### src/rtl/mlbb_pkg.sv
// Shared types and constants of the multi-list bounded buffer.
`timescale 1ns / 1ps
package mlbb_pkg;

   localparam int NUM_LISTS_DEF    = 10;
   localparam int MAX_CAPACITY_DEF = 16;
   localparam int VALUE_WIDTH_DEF  = 32;

   localparam int REQ_DATA_W = 48;   // slot, item_value, size_amount, zero fill
   localparam int RSP_DATA_W = 48;   // status, element_value, fill_count, zero fill

   // action codes
   localparam logic [3:0] ACT_CREATE = 4'd0;
   localparam logic [3:0] ACT_APPEND = 4'd1;
   localparam logic [3:0] ACT_POP    = 4'd2;
   localparam logic [3:0] ACT_DELETE = 4'd3;
   localparam logic [3:0] ACT_READ   = 4'd4;
   localparam logic [3:0] ACT_SORTED = 4'd5;
   localparam logic [3:0] ACT_RESIZE = 4'd6;
   localparam logic [3:0] ACT_COUNT  = 4'd7;
   localparam logic [3:0] ACT_CLEAR  = 4'd8;

   // status codes
   localparam logic [3:0] ST_OK           = 4'd0;
   localparam logic [3:0] ST_BAD_SLOT     = 4'd1;
   localparam logic [3:0] ST_BAD_SIZE     = 4'd2;
   localparam logic [3:0] ST_EXISTS       = 4'd3;
   localparam logic [3:0] ST_NO_MEMORY    = 4'd4;
   localparam logic [3:0] ST_FULL         = 4'd5;
   localparam logic [3:0] ST_NO_LIST      = 4'd6;
   localparam logic [3:0] ST_EMPTY        = 4'd7;
   localparam logic [3:0] ST_NOT_FOUND    = 4'd8;
   localparam logic [3:0] ST_BAD_NEW_SIZE = 4'd9;

   // controller to datapath
   typedef struct packed {
      logic capture;    // take the request item
      logic simple;     // commit a single-result command and emit its result
      logic start;      // reset walk pointers
      logic rd;         // read store at pointer
      logic rd_next;    // read store at pointer + 1
      logic ptr_inc;
      logic del_check;  // latch match flag
      logic shift_wr;   // write shifted element at pointer, advance
      logic del_fin;    // emit delete result, drop fill on hit
      logic rd_emit;    // emit element in stored order
      logic srt_check;  // compare element with best candidate
      logic srt_emit;   // emit best candidate
   } cmd_type;

   // datapath to controller
   typedef struct packed {
      logic out_free;   // output register can take a result this cycle
      logic simple;
      logic go_del;
      logic go_rd;
      logic go_srt;
      logic match;      // read data equals the item value
      logic ptr_last;   // pointer is at the last element
      logic cnt_last;   // next sorted result is the final one
   } stat_type;

endpackage

### src/rtl/mlbb_ctrl.sv
// Command sequencer of the multi-list bounded buffer.
`timescale 1ns / 1ps
module mlbb_ctrl (
   input  logic               clock,
   input  logic               reset,
   input  logic               req_tvalid,
   output logic               req_tready,
   input  mlbb_pkg::stat_type stat,
   output mlbb_pkg::cmd_type  cmd
);

   typedef enum logic [12:0] {
      S_IDLE     = 13'b0000000000001,
      S_DECODE   = 13'b0000000000010,
      S_DEL_RD   = 13'b0000000000100,
      S_DEL_CHK  = 13'b0000000001000,
      S_SHF_RD   = 13'b0000000010000,
      S_SHF_WR   = 13'b0000000100000,
      S_DEL_NEXT = 13'b0000001000000,
      S_DEL_FIN  = 13'b0000010000000,
      S_RD_RD    = 13'b0000100000000,
      S_RD_OUT   = 13'b0001000000000,
      S_SRT_RD   = 13'b0010000000000,
      S_SRT_CHK  = 13'b0100000000000,
      S_SRT_OUT  = 13'b1000000000000
   } state_type;

   state_type state_ff, state_in;

   assign req_tready = (state_ff == S_IDLE);

   always_comb begin
      state_in = state_ff;
      cmd      = '0;
      case (state_ff)
         S_IDLE: begin
            if (req_tvalid) begin
               cmd.capture = 1'b1;
               state_in    = S_DECODE;
            end
         end
         S_DECODE: begin
            if (stat.simple) begin
               if (stat.out_free) begin
                  cmd.simple = 1'b1;
                  state_in   = S_IDLE;
               end
            end else begin
               cmd.start = 1'b1;
               if (stat.go_del)      state_in = S_DEL_RD;
               else if (stat.go_rd)  state_in = S_RD_RD;
               else if (stat.go_srt) state_in = S_SRT_RD;
            end
         end
         S_DEL_RD: begin
            cmd.rd   = 1'b1;
            state_in = S_DEL_CHK;
         end
         S_DEL_CHK: begin
            cmd.del_check = 1'b1;
            if (stat.ptr_last)   state_in = S_DEL_FIN;
            else if (stat.match) state_in = S_SHF_RD;
            else begin
               cmd.ptr_inc = 1'b1;
               state_in    = S_DEL_RD;
            end
         end
         S_SHF_RD: begin
            cmd.rd_next = 1'b1;
            state_in    = S_SHF_WR;
         end
         S_SHF_WR: begin
            cmd.shift_wr = 1'b1;
            state_in     = S_DEL_NEXT;
         end
         S_DEL_NEXT: begin
            state_in = stat.ptr_last ? S_DEL_FIN : S_SHF_RD;
         end
         S_DEL_FIN: begin
            if (stat.out_free) begin
               cmd.del_fin = 1'b1;
               state_in    = S_IDLE;
            end
         end
         S_RD_RD: begin
            cmd.rd   = 1'b1;
            state_in = S_RD_OUT;
         end
         S_RD_OUT: begin
            if (stat.out_free) begin
               cmd.rd_emit = 1'b1;
               cmd.ptr_inc = 1'b1;
               state_in    = stat.ptr_last ? S_IDLE : S_RD_RD;
            end
         end
         S_SRT_RD: begin
            cmd.rd   = 1'b1;
            state_in = S_SRT_CHK;
         end
         S_SRT_CHK: begin
            cmd.srt_check = 1'b1;
            cmd.ptr_inc   = 1'b1;
            state_in      = stat.ptr_last ? S_SRT_OUT : S_SRT_RD;
         end
         S_SRT_OUT: begin
            if (stat.out_free) begin
               cmd.srt_emit = 1'b1;
               state_in     = stat.cnt_last ? S_IDLE : S_SRT_RD;
            end
         end
         default: state_in = S_IDLE;
      endcase
   end

   always_ff @(posedge clock) begin
      if (reset) state_ff <= S_IDLE;
      else       state_ff <= state_in;
   end

endmodule

### config.mk
export PLATFORM = sky130hd
export DESIGN_NAME = mlbb_ctrl
export DESIGN_NICKNAME = d
export VERILOG_FILES = /design/src/rtl/mlbb_pkg.sv /design/src/rtl/mlbb_ctrl.sv
export SDC_FILE = /design/constraint.sdc
export NUM_CORES = 1
export LEC_CHECK = 0
export ABC_CLOCK_PERIOD_IN_PS = 5300
export BUFFER_PORTS_ARGS = -buffer_cell sky130_fd_sc_hd__buf_2
export CAP_MARGIN = 0
export CORE_MARGIN = 1
export CORE_UTILIZATION = 40
export CTS_CLUSTER_DIAMETER = 80
export DETAILED_ROUTE_END_ITERATION = 8
export GPL_ROUTABILITY_DRIVEN = 0
export PLACE_DENSITY = 0.71
export SLEW_MARGIN = 20
export SYNTH_ARGS = -nofsm -noshare
export SYNTH_HDL_FRONTEND = slang
export SYNTH_SLANG_ARGS = --single-unit
### constraint.sdc
create_clock -name clock -period 5.3 [get_ports clock]
set_input_delay 0.53 -clock clock [delete_from_list [all_inputs] [get_ports clock]]
set_output_delay 0.53 -clock clock [all_outputs]
set_load 0.1 [all_outputs]
* Word-level counts from Yosys, hierarchy flattened
Cells that the tools add are included.
** Storage, ports and cells
- Logic and storage cells :: 52
- Input port bits :: 11
- Flip-flop bits (word level) :: 13
- Output and inout bits :: 13
** Cells by class
- Eq/ne operators :: 17
- Mux-type cells :: 32
- Reductions and logical operators :: 2
** Operators with widths (count)
- $pmux W13 S13 :: 1
- $mux W13 :: 10
- $mux W1 :: 15
- $eq A13 B1 Y1 const B :: 1
- $eq A13 B10 Y1 const B :: 1
- $eq A13 B11 Y1 const B :: 1
- $eq A13 B12 Y1 const B :: 1
- $eq A13 B13 Y1 const B :: 1
- $eq A13 B2 Y1 const B :: 1
- $eq A13 B3 Y1 const B :: 1
- $eq A13 B4 Y1 const B :: 1
- $eq A13 B5 Y1 const B :: 1
- $eq A13 B6 Y1 const B :: 1
- $eq A13 B7 Y1 const B :: 1
- $eq A13 B8 Y1 const B :: 1
- $eq A13 B9 Y1 const B :: 1
- $mux W11 :: 1
- $mux W9 :: 1
- $mux W8 :: 1
- $ne A2 B2 Y1 const B :: 3
- $mux W5 :: 1
- $ne A5 B5 Y1 const B :: 1
- $reduce_and A4 Y1 :: 1
- $pmux W1 S3 :: 1
- 2 further kinds :: 2

* Logic depth before layout (Yosys ltp)
- Word-level depth :: 5
- Depth in mapped cells :: 7
- Gate-level depth less buffers :: 6

* Worst setup path before layout
Ideal clock, no wire load.
- Path kind :: register to output
- Start :: register state_ff[9]
- End :: output cmd[6] in the netlist's numbering
- Path buffers :: 1
- Data required time :: 4.770 ns
- Stages on the path, launching flop included :: 7
- Slack :: 1.215 ns
- Arrival time :: 3.555 ns
- Cells stage by stage :: dfxtp_1 > buf_6 > nor3_2 > nand2_1 > nor2_1 > a21oi_1 > o21ai_0
** RTL lines
- from (decl) :: RTL line mlbb_ctrl.sv:28 : state_type state_ff, state_in;
- from (signal assigned) :: RTL line mlbb_ctrl.sv:117 : else state_ff <= state_in;
- to (decl) :: RTL line mlbb_ctrl.sv:9 : output mlbb_pkg::cmd_type cmd

==> qor.yml <==
vias_in_the_first_global_route: 992
synthDistinctLibCells: 47
vdd_ir_drop_max_uv: 217.5
die_width_um: 52.68
largest_register_ffs: 13
post_cts_resized: 0
yosys.area_share.simple: 0.4872
synth-edff-count: 0
cap_violations: 0
setup.worst_path.end: "cmd[10]"
fin_util: 0.5008
crit-reg2reg-launch: "state_ff[9]"
largest_registers: "state_ff: 13 flops"
post-place-ws_ns: 2.638
placed_area_um2: 1135
synth-compound-area-share: 0.1730
routed-via-count: 1072
floorplan.die_area_um2: 2775
setup-violations-final: 0
worstHoldPathType: "in2reg"
synth.yosys.warnings: 0
timing.critical_path.from_type: "flop"
tns_ns: 0
total_gr_overflow: 0
clock_tree.root_cell: "sky130_fd_sc_hd__clkbuf_4"
rr_worst_depth: 5
multiInputGateArea_um2: 713.2
fp.coreArea_um2: 2318
cpMaxStageDelayCell: "sky130_fd_sc_hd__nor3_2"
post_synthesis_adder_cell_area_fraction: 0
number_of_pins_exceeding_their_max_slew_limit_in_the_final_report: 0
number_of_antenna_violations_at_the_first_check_in_global_routing: 0
outcome: "finished, final reports clean"
critical_path.reg2reg.endpoint: "state_ff[1]"
placedCellCount: 174
finalInstanceArea_um2: 1161
rows: 17
worst_skew_pair.late_latency_ns: 0.28
worstMarginPinSlew_ns: 0.6039
initial_utilization: 0.4431
first_pass_grt_wire_length_um: 4478
antenna-diode-count: 0
layout_min_cycle_time_ns: 2.975
synth_area_per_cell_um2: 7.902
worstSetupPathType: "reg2out"
grt_start_max_net_pins: 14
post_cts_hold_buffer_count: 0
power.static_leakage_nw: 0.4710
htree_levels: 1
clock_buffers_created_by_tritoncts: 3
cp.required_ns: 4.77
drive_above_1_share: 0.2600
total_power_mw: 0.4248
finalHoldViolations: 0
synth_xor_area_frac: 0.03410
number_of_remaining_drc_errors: 0
worstPathMaxFanout: 10
ant_nets: 0
io_buffer_count: 23
final.period_utilization: 0.5613
crit_arrival_ns: 2.44
layout.cells.non_filler: 178
synth.ff_latch_count: 13
setup.worst_path.end_class: "output pin"
worst_path_dominant_cell_family: "simple AND/OR/NAND/NOR gates"
final.fill_count: 223
wl_per_cell_um: 14.59
maxSlewHeadroom: 0.5959
critPathBufInv: 1
syn_to_final_growth_pct: 13.03
die_h_um: 52.68
cts_tree: "yes"
drt_first_iter_violations: 53
post_synthesis_mux_area_share: 0
crit_path_max_incr_delay_ns: 0.52
path_clk_slew_ns: 0.07
post_cts_setup_buffers: 0
floorplan.io_pins: 24
synth_top_family_by_area: "simple AND/OR/NAND/NOR gates"
top_register: "state_ff"
grt_util_all_layers: 0.2216
postSynthCellCount: 130
pwr_density_cell_nw_per_um2: 365.8
detail_route.wirelength_um: 2597
first_pass_iters: 5
reg2reg_slack_ns: 3.26
cp.depth: 5
crit_path_start: "state_ff[9]"
detailedPlacementHpwl_um: 1999
async_sr_flop_fraction: 0
post-route-worst-setup-slack_ns: 2.325
tritoncts_num_sinks: 13
finClkSkew_ns: 0.01171
nNetsFinal: 162
hold-worst-slack_ns: 0.5324
synth.yosys.seq_area_share: 0.2533
ctsLongestPathBuffers: 2
register_area_um2: 260.3
cell_area_after_technology_mapping_um2: 1027
post_drt_via_cell_ratio: 6.022
fmax_ghz: 0.3362
syn_nets: 141
rsz0062_at_grt: "false"
synthFlopType: "sky130_fd_sc_hd__dfxtp_1"
timing.critical_path.cells: "nor3_2, nand4_1, and2b_1, and3_1, buf_2"
-- where the power goes --
| part | internal (mW) | total, mW | switching (mW) |
|---|---|---|---|
| Clock | 0.0292 | 0.0633 | 0.0341 |
| Combinational | 0.0754 | 0.235 | 0.159 |
| Sequential | 0.105 | 0.127 | 0.0218 |
| Total | 0.210 | 0.425 | 0.215 |
-- how the worst min path moves through the flow --
stage                      start            to  slack (ns)  cells after the start
floorplan           state_ff[10]  state_ff[11]        0.52                      1
global placement    state_ff[10]  state_ff[11]        0.57                      1
detailed placement  state_ff[10]  state_ff[11]        0.57                      1
CTS                      stat[1]   state_ff[4]        0.52                      2
global route             stat[1]   state_ff[4]        0.55                      2
finish                   stat[1]   state_ff[4]        0.53                      2
-- Yosys cell counts, types with 2 or more instances --
library cell	number	area [µm²]
sky130_fd_sc_hd__nor3_1	5	25.02
sky130_fd_sc_hd__nor3_2	2	20.02
sky130_fd_sc_hd__a22oi_1	4	30.03
sky130_fd_sc_hd__nor4_4	2	42.54
sky130_fd_sc_hd__o21ai_0	4	20.02
sky130_fd_sc_hd__buf_2	3	15.01
sky130_fd_sc_hd__nor2b_1	2	12.51
sky130_fd_sc_hd__or4_1	2	15.01
sky130_fd_sc_hd__nor4_1	3	18.77
sky130_fd_sc_hd__xor2_1	3	26.28
sky130_fd_sc_hd__dfxtp_1	13	260.3
sky130_fd_sc_hd__nor4b_1	5	43.79
sky130_fd_sc_hd__o22ai_1	2	12.51
sky130_fd_sc_hd__nand4_1	5	31.28
sky130_fd_sc_hd__nand2_1	7	26.28
sky130_fd_sc_hd__nor2_1	21	78.83
sky130_fd_sc_hd__nand2b_1	5	31.28
sky130_fd_sc_hd__a21oi_1	9	45.04
sky130_fd_sc_hd__nand3_1	2	10.01
sky130_fd_sc_hd__inv_1	3	11.26
sky130_fd_sc_hd__nor3b_1	2	15.01
-- per-layer routing --
layer | track usage | part of all wire | vias to the layer above
met5 | 0 | 0 | -
met4 | 0.1491 | 0.026 | 0
met3 | 0.04058 | 0.054 | 9
met2 | 0.3186 | 0.46 | 38
met1 | 0.2951 | 0.46 | 503
li1 | - | - | 522
-- kinds of logic after synthesis --
| logic type | Yosys count |
|---|---|
| compound gates | 26 |
| buf+inv | 10 |
| flops | 13 |
| xor+xnor | 4 |
| simple gates | 77 |
-- layout make-up --
class                           instances  share of cell area
Tap cell                               28             0.03017
Clock buffer                            4             0.02263
Timing Repair Buffer                   23             0.09914
Sequential cell                        13              0.2241
Inverter                                3            0.009698
Multi-Input combinational cell        107              0.6142
-- cell usage in the layout, fill, tap and decap left out, types with 2 or more instances in the layout --
master,count
sky130_fd_sc_hd__nor2b_1,2
sky130_fd_sc_hd__clkbuf_4,3
sky130_fd_sc_hd__o21ai_0,4
sky130_fd_sc_hd__dfxtp_1,13
sky130_fd_sc_hd__o22ai_1,2
sky130_fd_sc_hd__a21oi_1,9
sky130_fd_sc_hd__nor4b_1,5
sky130_fd_sc_hd__buf_2,23
sky130_fd_sc_hd__nand3_1,2
sky130_fd_sc_hd__nor3_1,5
sky130_fd_sc_hd__nor3_2,2
sky130_fd_sc_hd__nand2_1,7
sky130_fd_sc_hd__nor4_1,3
sky130_fd_sc_hd__nand4_1,5
sky130_fd_sc_hd__xor2_1,3
sky130_fd_sc_hd__nor4_4,2
sky130_fd_sc_hd__or4_1,2
sky130_fd_sc_hd__nor3b_1,2
sky130_fd_sc_hd__nand2b_1,5
sky130_fd_sc_hd__a22oi_1,4
sky130_fd_sc_hd__nor2_1,21
sky130_fd_sc_hd__inv_1,3
Note: power is estimated with default switching activity, not from simulation.
